<file path="config.mk">
export PLATFORM = sky130hd
export DESIGN_NAME = saturation_blow_detector_core
export DESIGN_NICKNAME = d
export VERILOG_FILES = /design/src/rtl/sbd_pkg.sv /design/src/rtl/saturation_blow_detector_core.sv /design/src/rtl/sbd_step.sv
export SDC_FILE = /design/constraint.sdc
export NUM_CORES = 1
export LEC_CHECK = 0
export ABC_CLOCK_PERIOD_IN_PS = 4800
export BUFFER_PORTS_ARGS = -buffer_cell sky130_fd_sc_hd__buf_4
export CELL_PAD_IN_SITES_DETAIL_PLACEMENT = 1
export CELL_PAD_IN_SITES_GLOBAL_PLACEMENT = 1
export CORE_MARGIN = 1.5
export CORE_UTILIZATION = 42
export DETAILED_ROUTE_END_ITERATION = 10
export PLACE_DENSITY = 0.77
export SLEW_MARGIN = 15
export SYNTH_ARGS = -nofsm -noshare
export SYNTH_HDL_FRONTEND = slang
export SYNTH_SLANG_ARGS = --single-unit
</file>
<file path="constraint.sdc">
create_clock -name clock -period 4.8 [get_ports clock]
set_clock_uncertainty 0.1 [all_clocks]
set_input_delay 1.44 -clock clock [delete_from_list [all_inputs] [get_ports clock]]
set_output_delay 1.44 -clock clock [all_outputs]
set_load 0.01 [all_outputs]
</file>
<file path="src/rtl/sbd_pkg.sv">
package sbd_pkg;

   // detector modes
   localparam logic [1:0] MODE_WAITING    = 2'd0;
   localparam logic [1:0] MODE_EVALUATION = 2'd1;
   localparam logic [1:0] MODE_TRACKING   = 2'd2;

   // register map
   localparam int CSR_INDEX_BITS = 3;
   localparam logic [CSR_INDEX_BITS-1:0] CSR_SATURATION_THRESHOLD  = 3'd0;
   localparam logic [CSR_INDEX_BITS-1:0] CSR_POWER_HIGH_THRESHOLD  = 3'd1;
   localparam logic [CSR_INDEX_BITS-1:0] CSR_POWER_LOW_THRESHOLD   = 3'd2;
   localparam logic [CSR_INDEX_BITS-1:0] CSR_SATURATED_COUNT_LIMIT = 3'd3;
   localparam logic [CSR_INDEX_BITS-1:0] CSR_ATTACK_COUNT_LIMIT    = 3'd4;
   localparam logic [CSR_INDEX_BITS-1:0] CSR_RELEASE_COUNT_LIMIT   = 3'd5;
   localparam logic [CSR_INDEX_BITS-1:0] CSR_EVALUATION_LENGTH     = 3'd6;

   // register reset values
   localparam int RST_SATURATION_THRESHOLD  = 32112;
   localparam int RST_POWER_HIGH_THRESHOLD  = 0;
   localparam int RST_POWER_LOW_THRESHOLD   = 0;
   localparam int RST_SATURATED_COUNT_LIMIT = 20;
   localparam int RST_ATTACK_COUNT_LIMIT    = 1;
   localparam int RST_RELEASE_COUNT_LIMIT   = 1;
   localparam int RST_EVALUATION_LENGTH     = 1;

endpackage

</file>
<file path="src/rtl/saturation_blow_detector_core.sv">
// pipeline: an item accepted from req is held in the input register, then moves into the
//   output register, which drives rsp
// throughput: one item per cycle, set by the single compare-and-count stage between the
//   input register and the output register; a stalled rsp stalls req through ready
// reset (synchronous, active high): mode waiting, timer and counters zero, registers at
//   their reset values, both pipeline stages empty
module saturation_blow_detector_core
   import sbd_pkg::*;
#(
   parameter int SAMPLE_BITS = 16,
   parameter int POWER_BITS  = 32,
   parameter int COUNT_BITS  = 16,
   localparam int WideBits   = (POWER_BITS > SAMPLE_BITS) ? POWER_BITS : SAMPLE_BITS,
   localparam int CsrBits    = (WideBits > COUNT_BITS) ? WideBits : COUNT_BITS
) (
   input  logic                          clock,
   input  logic                          reset,
   // input channel
   input  logic                          req_valid,
   output logic                          req_ready,
   input  logic signed [SAMPLE_BITS-1:0] req_sample,
   input  logic [POWER_BITS-1:0]         req_fast_power,
   input  logic [POWER_BITS-1:0]         req_slow_power,
   // result channel
   output logic                          rsp_valid,
   input  logic                          rsp_ready,
   output logic [1:0]                    rsp_detector_state,
   output logic                          rsp_blow_detected,
   // register write port
   input  logic                          csr_write_enable,
   input  logic [CSR_INDEX_BITS-1:0]     csr_index,
   input  logic [CsrBits-1:0]            csr_write_data
);

   // configuration registers
   logic [SAMPLE_BITS-1:0] sat_thresh_ff;
   logic [POWER_BITS-1:0]  pow_high_ff;
   logic [POWER_BITS-1:0]  pow_low_ff;
   logic [COUNT_BITS-1:0]  sat_limit_ff;
   logic [COUNT_BITS-1:0]  attack_limit_ff;
   logic [COUNT_BITS-1:0]  release_limit_ff;
   logic [COUNT_BITS-1:0]  eval_len_ff;

   // detector state
   logic [1:0]            mode_ff, mode_in;
   logic [COUNT_BITS-1:0] timer_ff, timer_in;
   logic [COUNT_BITS-1:0] sat_cnt_ff, sat_cnt_in;
   logic [COUNT_BITS:0]   hit_cnt_ff, hit_cnt_in;

   // input stage
   logic                          in_valid_ff;
   logic signed [SAMPLE_BITS-1:0] in_sample_ff;
   logic [POWER_BITS-1:0]         in_fast_ff;
   logic [POWER_BITS-1:0]         in_slow_ff;

   // output stage
   logic       out_valid_ff;
   logic [1:0] out_state_ff;

   logic advance;   // input stage item moves into the output stage
   logic req_take;

   assign advance   = in_valid_ff && (!out_valid_ff || rsp_ready);
   assign req_ready = !in_valid_ff || advance;
   assign req_take  = req_valid && req_ready;

   assign rsp_valid          = out_valid_ff;
   assign rsp_detector_state = out_state_ff;
   assign rsp_blow_detected  = (out_state_ff == MODE_TRACKING);

   // register writes, indexes past the map are dropped
   always_ff @(posedge clock) begin
      if (reset) begin
         sat_thresh_ff    <= SAMPLE_BITS'(RST_SATURATION_THRESHOLD);
         pow_high_ff      <= POWER_BITS'(RST_POWER_HIGH_THRESHOLD);
         pow_low_ff       <= POWER_BITS'(RST_POWER_LOW_THRESHOLD);
         sat_limit_ff     <= COUNT_BITS'(RST_SATURATED_COUNT_LIMIT);
         attack_limit_ff  <= COUNT_BITS'(RST_ATTACK_COUNT_LIMIT);
         release_limit_ff <= COUNT_BITS'(RST_RELEASE_COUNT_LIMIT);
         eval_len_ff      <= COUNT_BITS'(RST_EVALUATION_LENGTH);
      end else if (csr_write_enable) begin
         case (csr_index)
            CSR_SATURATION_THRESHOLD:  sat_thresh_ff    <= csr_write_data[SAMPLE_BITS-1:0];
            CSR_POWER_HIGH_THRESHOLD:  pow_high_ff      <= csr_write_data[POWER_BITS-1:0];
            CSR_POWER_LOW_THRESHOLD:   pow_low_ff       <= csr_write_data[POWER_BITS-1:0];
            CSR_SATURATED_COUNT_LIMIT: sat_limit_ff     <= csr_write_data[COUNT_BITS-1:0];
            CSR_ATTACK_COUNT_LIMIT:    attack_limit_ff  <= csr_write_data[COUNT_BITS-1:0];
            CSR_RELEASE_COUNT_LIMIT:   release_limit_ff <= csr_write_data[COUNT_BITS-1:0];
            CSR_EVALUATION_LENGTH:     eval_len_ff      <= csr_write_data[COUNT_BITS-1:0];
            default: ;
         endcase
      end
   end

   // one detector step per item, evaluated from the input stage
   sbd_step #(
      .SAMPLE_BITS(SAMPLE_BITS),
      .POWER_BITS (POWER_BITS),
      .COUNT_BITS (COUNT_BITS)
   ) u_step (
      .sample               (in_sample_ff),
      .fast_power           (in_fast_ff),
      .slow_power           (in_slow_ff),
      .saturation_threshold (sat_thresh_ff),
      .power_high_threshold (pow_high_ff),
      .power_low_threshold  (pow_low_ff),
      .saturated_count_limit(sat_limit_ff),
      .attack_count_limit   (attack_limit_ff),
      .release_count_limit  (release_limit_ff),
      .evaluation_length    (eval_len_ff),
      .cur_mode             (mode_ff),
      .cur_timer            (timer_ff),
      .cur_sat_count        (sat_cnt_ff),
      .cur_hit_count        (hit_cnt_ff),
      .new_mode             (mode_in),
      .new_timer            (timer_in),
      .new_sat_count        (sat_cnt_in),
      .new_hit_count        (hit_cnt_in)
   );

   // state commits only when the item leaves the input stage
   always_ff @(posedge clock) begin
      if (reset) begin
         mode_ff    <= MODE_WAITING;
         timer_ff   <= '0;
         sat_cnt_ff <= '0;
         hit_cnt_ff <= '0;
      end else if (advance) begin
         mode_ff    <= mode_in;
         timer_ff   <= timer_in;
         sat_cnt_ff <= sat_cnt_in;
         hit_cnt_ff <= hit_cnt_in;
      end
   end

   // pipeline valid bits
   always_ff @(posedge clock) begin
      if (reset) begin
         in_valid_ff  <= 1'b0;
         out_valid_ff <= 1'b0;
      end else begin
         if (req_take) begin
            in_valid_ff <= 1'b1;
         end else if (advance) begin
            in_valid_ff <= 1'b0;
         end
         if (advance) begin
            out_valid_ff <= 1'b1;
         end else if (rsp_ready) begin
            out_valid_ff <= 1'b0;
         end
      end
   end

   // payload registers
   always_ff @(posedge clock) begin
      if (req_take) begin
         in_sample_ff <= req_sample;
         in_fast_ff   <= req_fast_power;
         in_slow_ff   <= req_slow_power;
      end
      if (advance) begin
         out_state_ff <= mode_in;
      end
   end

   // waiting never jumps straight to tracking
   a_no_skip_eval: assert property (@(posedge clock) disable iff (reset)
      advance && (mode_ff == MODE_WAITING) |-> (mode_in != MODE_TRACKING))
      else $error("waiting went straight to tracking");

   // entering tracking starts the release count from zero
   a_track_entry_clear: assert property (@(posedge clock) disable iff (reset)
      advance && (mode_ff == MODE_EVALUATION) && (mode_in == MODE_TRACKING)
      |=> (hit_cnt_ff == '0))
      else $error("hit count not cleared on tracking entry");

   // a step in tracking leaves timer and saturated count at zero
   a_track_clears: assert property (@(posedge clock) disable iff (reset)
      advance && (mode_ff == MODE_TRACKING) |=> (timer_ff == '0) && (sat_cnt_ff == '0))
      else $error("tracking step left timer or saturated count set");

   // a held item in the input stage is not dropped
   a_hold_item: assert property (@(posedge clock) disable iff (reset)
      in_valid_ff && !advance |=> in_valid_ff && $stable(in_sample_ff))
      else $error("input stage item lost while stalled");

   // the result register follows the committed mode
   a_result_matches_mode: assert property (@(posedge clock) disable iff (reset)
      advance |=> (out_state_ff == mode_ff) && out_valid_ff)
      else $error("result does not match committed mode");

endmodule

</file>
<file path="src/rtl/sbd_step.sv">
module sbd_step
   import sbd_pkg::*;
#(
   parameter int SAMPLE_BITS = 16,
   parameter int POWER_BITS  = 32,
   parameter int COUNT_BITS  = 16
) (
   input  logic signed [SAMPLE_BITS-1:0] sample,
   input  logic [POWER_BITS-1:0]         fast_power,
   input  logic [POWER_BITS-1:0]         slow_power,
   input  logic [SAMPLE_BITS-1:0]        saturation_threshold,
   input  logic [POWER_BITS-1:0]         power_high_threshold,
   input  logic [POWER_BITS-1:0]         power_low_threshold,
   input  logic [COUNT_BITS-1:0]         saturated_count_limit,
   input  logic [COUNT_BITS-1:0]         attack_count_limit,
   input  logic [COUNT_BITS-1:0]         release_count_limit,
   input  logic [COUNT_BITS-1:0]         evaluation_length,
   input  logic [1:0]                    cur_mode,
   input  logic [COUNT_BITS-1:0]         cur_timer,
   input  logic [COUNT_BITS-1:0]         cur_sat_count,
   input  logic [COUNT_BITS:0]           cur_hit_count,
   output logic [1:0]                    new_mode,
   output logic [COUNT_BITS-1:0]         new_timer,
   output logic [COUNT_BITS-1:0]         new_sat_count,
   output logic [COUNT_BITS:0]           new_hit_count
);

   logic [SAMPLE_BITS-1:0] magnitude;
   logic                   saturated;

   // two's complement magnitude, most negative sample maps to 2^(n-1)
   assign magnitude = sample[SAMPLE_BITS-1] ? (~sample + 1'b1) : sample;
   assign saturated = magnitude > saturation_threshold;

   always_comb begin
      logic [COUNT_BITS:0]   hit_upd;
      logic [COUNT_BITS-1:0] sat_upd;
      logic [COUNT_BITS-1:0] timer_upd;
      hit_upd       = cur_hit_count;
      sat_upd       = cur_sat_count;
      timer_upd     = cur_timer;
      new_mode      = cur_mode;
      new_timer     = cur_timer;
      new_sat_count = cur_sat_count;
      new_hit_count = cur_hit_count;
      case (cur_mode)
         MODE_TRACKING: begin
            if ((slow_power <= power_low_threshold) && !(&cur_hit_count)) begin
               hit_upd = cur_hit_count + 1'b1;
            end
            new_hit_count = hit_upd;
            if (hit_upd > {1'b0, release_count_limit}) begin
               new_mode = MODE_WAITING;
            end
            new_sat_count = '0;
            new_timer     = '0;
         end
         MODE_EVALUATION: begin
            if (cur_timer != '0) begin
               timer_upd = cur_timer - 1'b1;
            end
            if (saturated && !(&cur_sat_count)) begin
               sat_upd = cur_sat_count + 1'b1;
            end
            if ((fast_power >= power_high_threshold) && !(&cur_hit_count)) begin
               hit_upd = cur_hit_count + 1'b1;
            end
            new_timer     = timer_upd;
            new_sat_count = sat_upd;
            new_hit_count = hit_upd;
            if ((sat_upd > saturated_count_limit) &&
                (hit_upd >= {1'b0, attack_count_limit})) begin
               new_mode      = MODE_TRACKING;
               new_hit_count = '0;
            end else if (timer_upd == '0) begin
               new_mode = MODE_WAITING;
            end
         end
         default: begin
            // waiting, and the unreachable fourth code
            new_hit_count = '0;
            if (saturated) begin
               new_timer     = evaluation_length;
               new_sat_count = '0;
               new_mode      = MODE_EVALUATION;
            end else begin
               new_mode = MODE_WAITING;
            end
         end
      endcase
   end

endmodule
</file>
==> results.json, run 1 <==
{
  "yosysWarnings": 0,
  "grt_start_max_net_pins": 155,
  "gr-usage-all-layers_pct": 26.7,
  "synth_top_cell_area_share_pct": 26.7,
  "p_leak_nw": 7.34,
  "synth-async-reset-ratio_pct": 0,
  "fin_nets": 2165,
  "total_power_mw": 6.12,
  "synth_top_cells_by_area": "dfxtp_1 27%, edfxtp_1 17%, ha_1 11%",
  "hold_depth": 2,
  "clkSlewWorstSetupHoldPaths_ns": 0.07,
  "cts-htree-levels": 2,
  "ff2ff_path_depth": 24,
  "root_buffer": "clkbuf_16",
  "first_pass_iters": 5,
  "synth_area_um2": 14800,
  "worstMarginPinSlew_ns": 1.10,
  "start_util_pct": 42.7,
  "wl_mm": 48.1,
  "synth_edf_count": 82,
  "io_pins": 125,
  "vias": 13300,
  "critPathKind": "flop to flop",
  "violations": "negative setup slack",
  "ys_seq_area_share_pct": 43.3,
  "ant_nets": 0,
  "ir_worst_vdd_uv": 234,
  "wl_per_cell_um": 20.1,
  "hold-worst-slack_ns": 0.350,
  "die-area_um2": 36300,
  "setup_viol": 21,
  "yosys-top-cells-count": "363 x nand2_1, 201 x a21oi_1, 197 x dfxtp_1, 142 x inv_1, 135 x ha_1",
  "rows": 68,
  "areaGrowthSynthToFinish_pct": 25.2,
  "reg2reg_from": "in_sample_ff[6]$_DFFE_PP_",
  "fmax_mhz": 189,
  "fin_ws_ns": -0.479,
  "path_max_fanout": 6,
  "syn_inst": 1715,
  "hold_start": "attack_limit_ff[6]$_SDFFE_PP0P_",
  "die_width_um": 191,
  "ys.flop_type": "dfxtp_1",
  "ys_ff_latch": 279,
  "final_max_slew_viol_count": 0,
  "grt_overflow": 0,
  "ys_types": 74,
  "drive_gt1_share_pct": 18.6,
  "grt_pass1_vias": 14200,
  "cp.required_ns": 5.14,
  "dp_hpwl_mm": 33.9,
  "yosysMostFrequentCell": "nand2_1",
  "dieHeight_um": 191,
  "drc": 0,
  "numCtsBuffers": 35,
  "worstHoldEndpoint": "attack_limit_ff[6]$_SDFFE_PP0P_",
  "ctsHoldBuffers": 0,
  "cts_tree": "yes",
  "hold_path_class": "flop to flop",
  "timing.final.crit_share_pct": 110,
  "fin_crit_ns": 5.28,
  "viasPerCell": 5.57,
  "ff2ff_setup_slack_ns": -0.48,
  "outcome": "complete, but fails checks",
  "core_area_um2": 34600,
  "io_buffers": 124,
  "antenna_found_initial": 1,
  "reg2reg_to": "hit_cnt_ff[15]$_SDFFE_PP0P_",
  "startpoint_type": "flop",
  "syn_nets": 1970,
  "rsz0062_at_grt": "true",
  "drt-initial-drc-count": 714,
  "slew_headroom_pct": 26.0,
  "cts_sinks": 279,
  "clockBufferDepth": 3,
  "gp_congestion": 0.904,
  "cp.arrival_ns": 5.62,
  "p_per_area_nw_per_um2": 331,
  "clk_latency_ns": 0.54,
  "synth.avg_cell_area_um2": 8.62,
  "grt_pass1_wl_mm": 76.2,
  "hold_violations": 0,
  "endpoint_kind": "flop",
  "yosys.area.top_type": "dfxtp_1",
  "maxCapViolCount": 0
}
## registers in the layout, summed over array words and instances (netlist names), 17 cells and up
name         cells
hit_cnt_ff      17
in_fast_ff      32
in_slow_ff      32
pow_high_ff     32
pow_low_ff      32
## what timing repair did
item,in CTS,in global routing
gates resized for setup,31,18
pin swaps,38,17
endpoints found under the setup margin,21,22
setup buffers,5,4
## cell families (layout without fill, tap and decap cells)
group / after synthesis / after routing / share of synthesized area, %
and+or+nand+nor: 624 / 624 / 19.1
AOI/OAI and AO/OA: 395 / 395 / 16.6
other: 0 / 2 / 0
adders and majority gates: 136 / 136 / 11.5
muxes: 3 / 3 / 0.220
buffers and inverters: 217 / 438 / 5.65
DFF: 279 / 279 / 43.3
xor gates and xnor gates: 61 / 61 / 3.61
## layer usage
layer | share of wire [%] | wire length, um | global-route usage (%)
met4 | 3.2 | 1520 | 8.60
met2 | 49 | 23600 | 47.0
met1 | 43 | 20800 | 33.3
met3 | 4.5 | 2170 | 4.23
met5 | 0 | 0 | 0
## metrics by stage
stage	instance area (um2)	TNS, ns	worst slack [ns]	instances	utilization [%]
2_1_floorplan	14900	-0.174	-0.0257	1715	-
3_3_place_gp	16900	-5.65	-0.342	2321	48.9
3_5_place_dp	16900	-8.21	-0.472	2321	48.9
4_1_cts	18400	-6.62	-0.398	2387	53.0
5_1_grt	18500	-13.87	-0.757	2391	53.4
6_report	18500	-7.99	-0.479	2393	53.5
## layout by cell type, fill, tap and decap left out, drive strengths merged, types with 4 or more instances in the layout
cell type / netlist / routed
nand2: 363 / 363
buf: 10 / 233
a21oi: 201 / 201
dfxtp: 197 / 197
inv: 142 / 144
ha: 135 / 135
edfxtp: 82 / 82
nor2: 68 / 68
o21ai: 53 / 53
clkbuf: 65 / 45
nand3: 39 / 39
xnor2: 35 / 35
nor3: 35 / 35
xor2: 26 / 26
nand4: 24 / 24
a21o: 21 / 21
o211ai: 21 / 21
nor2b: 15 / 15
nor4: 14 / 14
nand2b: 13 / 13
a31oi: 13 / 13
and3: 13 / 13
a221o: 11 / 11
or3: 9 / 9
o31ai: 9 / 9
a221oi: 8 / 8
nor3b: 8 / 8
o21a: 7 / 7
a22o: 7 / 7
bufinv: 0 / 7
and4: 6 / 6
clkinv: 0 / 6
a211oi: 6 / 6
o32ai: 5 / 5
and2: 4 / 4
o41ai: 4 / 4
## worst max-delay path by stage
stage               slack [ns]                      start                          end
floorplan                -0.03  in_sample_ff[4]$_DFFE_PP_  hit_cnt_ff[12]$_SDFFE_PP0P_
global placement         -0.34  in_sample_ff[6]$_DFFE_PP_   hit_cnt_ff[4]$_SDFFE_PP0P_
detailed placement       -0.47  in_sample_ff[6]$_DFFE_PP_  hit_cnt_ff[15]$_SDFFE_PP0P_
CTS                      -0.40  in_sample_ff[6]$_DFFE_PP_  hit_cnt_ff[15]$_SDFFE_PP0P_
global route             -0.76  in_sample_ff[6]$_DFFE_PP_  hit_cnt_ff[15]$_SDFFE_PP0P_
finish                   -0.48  in_sample_ff[6]$_DFFE_PP_  hit_cnt_ff[15]$_SDFFE_PP0P_
## critical path, stage by stage (launching register included)
cell,delay [ns]
edfxtp_1,0.39
or4_4,0.56
or3_4,0.39
o21ai_2,0.15
xnor2_1,0.13
ha_1,0.26
a21o_1,0.19
a21o_1,0.15
a21oi_1,0.12
o21a_1,0.18
o211a_4,0.26
buf_12,0.15
nor3_2,0.05
xor2_1,0.16
ha_1,0.32
nand4_1,0.15
buf_4,0.19
nor4_4,0.30
a21oi_2,0.06
buf_6,0.14
buf_4,0.13
a211oi_2,0.21
buf_4,0.16
o21bai_1,0.08
a22oi_1,0.19
## where the power goes
part	total (mW)	internal (mW)	switching, mW	leakage, nW
Clock	2.92	1.84	1.08	0.619
Sequential	2.55	2.50	0.0408	2.40
Combinational	0.655	0.275	0.380	4.33
## final cells by class
| type | count | area [um2] |
|---|---|---|
| antenna | 2 | 5.00 |
| clock buffer | 45 | 985 |
| clock inverter | 18 | 292 |
| fill | 3993 | 16100 |
| inverter | 142 | 533 |
| multi-input combinational | 1219 | 7910 |
| sequential | 279 | 6410 |
| tap | 455 | 569 |
| timing repair buffer | 233 | 1810 |
(Power assumes the default switching activity.)
==> inputs of run 2 (changes only) <==
- CORE_UTILIZATION: 42 -> 43
- CTS_BUF_LIST: not set -> sky130_fd_sc_hd__clkbuf_4
- PLACE_DENSITY: 0.77 -> 0.79
- SLEW_MARGIN: 15 -> 20
==> results.json, run 2 (same netlist as run 1, synthesis figures left out) <==
{
  "outcome": "complete, but fails checks",
  "violations": "negative setup slack",
  "dp_hpwl_mm": 34.4,
  "ir_worst_vdd_uv": 281,
  "final_max_slew_viol_count": 0,
  "timing.final.crit_share_pct": 112,
  "startpoint_type": "flop",
  "clockBufferDepth": 3,
  "path_max_fanout": 4,
  "grt_pass1_vias": 14700,
  "cp.arrival_ns": 5.93,
  "p_comb_share_pct": 12.0,
  "layout_commonest_cell": "nand2_1",
  "power_frac_seq_pct": 46.9,
  "hold_path_class": "flop to flop",
  "vias": 13800,
  "first_pass_iters": 5,
  "fin_crit_ns": 5.37,
  "start_util_pct": 43.9,
  "reg2reg_from": "in_sample_ff[6]$_DFFE_PP_",
  "place_ws_ns": -0.696,
  "endpoint_kind": "flop",
  "gp_congestion": 0.876,
  "swShare_pct": 27.3,
  "hold_start": "sat_cnt_ff[11]$_SDFFE_PP0P_",
  "slew_headroom_pct": 26.8,
  "fmax_mhz": 186,
  "cts_sinks": 279,
  "areaGrowthSynthToFinish_pct": 23.4,
  "ant_nets": 0,
  "viasPerCell": 5.58,
  "grt_overflow": 0,
  "die_width_um": 188,
  "fin_ws_ns": -0.571,
  "wl_per_cell_um": 19.9,
  "ff2ff_setup_slack_ns": -0.57,
  "setup_viol": 21,
  "io_pins": 125,
  "root_buffer": "clkbuf_4",
  "core_area_um2": 33700,
  "gr-usage-all-layers_pct": 27.5,
  "wl_mm": 49.0,
  "dieHeight_um": 188,
  "ff2ff_path_depth": 20,
  "cts_tree": "yes",
  "drive_gt1_share_pct": 21.5,
  "p_int_mw": 3.95,
  "rsz0062_at_grt": "true",
  "p_per_area_nw_per_um2": 297,
  "antenna_found_initial": 2,
  "grt_pass1_wl_mm": 77.2,
  "fin_nets": 2212,
  "rows": 67,
  "finalSetupTns_ns": -10.56,
  "netSwitchingPower_mw": 1.48,
  "p_leak_nw": 7.35,
  "io_buffers": 124,
  "dpl-instance-area_um2": 16800,
  "p_clk_share_pct": 41.1,
  "worstMarginPinSlew_ns": 1.09,
  "clkSlewWorstSetupHoldPaths_ns": 0.07,
  "cp.required_ns": 5.35,
  "drc": 0,
  "hold-worst-slack_ns": 0.339,
  "cts-htree-levels": 3,
  "drt-initial-drc-count": 629,
  "critPathKind": "flop to flop",
  "crit_start": "in_sample_ff[6]$_DFFE_PP_",
  "layout_common_cells": "356 x nand2_1, 228 x buf_4, 197 x a21oi_1, 197 x dfxtp_1, 142 x inv_1",
  "crit_end": "hit_cnt_ff[15]$_SDFFE_PP0P_",
  "reg2reg_to": "hit_cnt_ff[15]$_SDFFE_PP0P_",
  "grt_start_max_net_pins": 81,
  "maxCapViolCount": 0,
  "hold_violations": 0,
  "numCtsBuffers": 80,
  "total_power_mw": 5.43,
  "clk_latency_ns": 0.78,
  "finalInstanceArea_um2": 18200,
  "die-area_um2": 35500
}
-- run 2: power groups by stage --
| stage | combinational [mW] | sequential (mW) | clock, mW |
|---|---|---|---|
| final | 0.650 | 2.54 | 2.23 |
| after global routing | 0.710 | 2.55 | 2.43 |
| after CTS | 0.638 | 2.54 | 2.30 |
| after detailed placement | 0.615 | 2.59 | 0 |
| after global placement | 0.583 | 2.59 | 0 |
| after floorplan | 0.335 | 2.58 | 0 |
-- run 2: final cells by class --
class	instances	area, um2
well taps	448	561
multi-input cells	1220	7910
clock inverters	19	81.3
clock buffers	124	931
diodes	1	2.50
flip-flops and latches	279	6410
fillers	4053	15500
repair buffers	234	1820
inverters	142	533
-- run 2: repair_timing --
item                                    4_1_cts  5_1_grt
pin swaps                                    15       19
resized for setup                            21       16
hold buffers                                  0        0
endpoints found under the setup margin       21       21
buffers inserted                             13        2
hold endpoints to repair                      0        0
cloned                                        1        1
-- run 2: how the worst min path moves through the flow --
| stage | end | slack [ns] | depth (start not counted) |
|---|---|---|---|
| floorplan | sat_cnt_ff[11]$_SDFFE_PP0P_ | 0.31 | 1 |
| global placement | sat_cnt_ff[11]$_SDFFE_PP0P_ | 0.33 | 1 |
| detailed placement | sat_cnt_ff[11]$_SDFFE_PP0P_ | 0.33 | 1 |
| CTS | sat_cnt_ff[11]$_SDFFE_PP0P_ | 0.34 | 1 |
| global route | sat_cnt_ff[11]$_SDFFE_PP0P_ | 0.37 | 1 |
| finish | sat_cnt_ff[11]$_SDFFE_PP0P_ | 0.34 | 1 |
-- run 2: worst max-delay path, cell delays in order, from the launching register on --
cell      delay [ns]
edfxtp_1        0.40
or4_4           0.56
or3_4           0.40
o41ai_4         0.23
xnor2_1         0.11
ha_1            0.30
nand4_1         0.15
o21a_2          0.28
o211a_2         0.34
nor4_4          0.35
xor2_2          0.15
ha_1            0.32
nand4_1         0.15
buf_4           0.17
nor4_1          0.34
a21oi_2         0.13
buf_4           0.17
a211oi_2        0.20
buf_4           0.16
o21ai_0         0.08
a22oi_1         0.17
-- run 2: stage by stage --
step | cells | utilization (%)
2_1_floorplan | 1715 | -
3_3_place_gp | 2305 | 50.0
3_5_place_dp | 2305 | 50.0
4_1_cts | 2462 | 53.6
5_1_grt | 2467 | 54.1
6_report | 2467 | 54.1
-- run 2: per-layer routing --
metal,vias to the layer above,global-route usage [%],wire length [um]
li1,6512,-,-
met1,6768,33.3,20700
met2,380,47.7,24000
met3,100,5.10,2540
met4,2,12.0,1750
met5,-,0,13
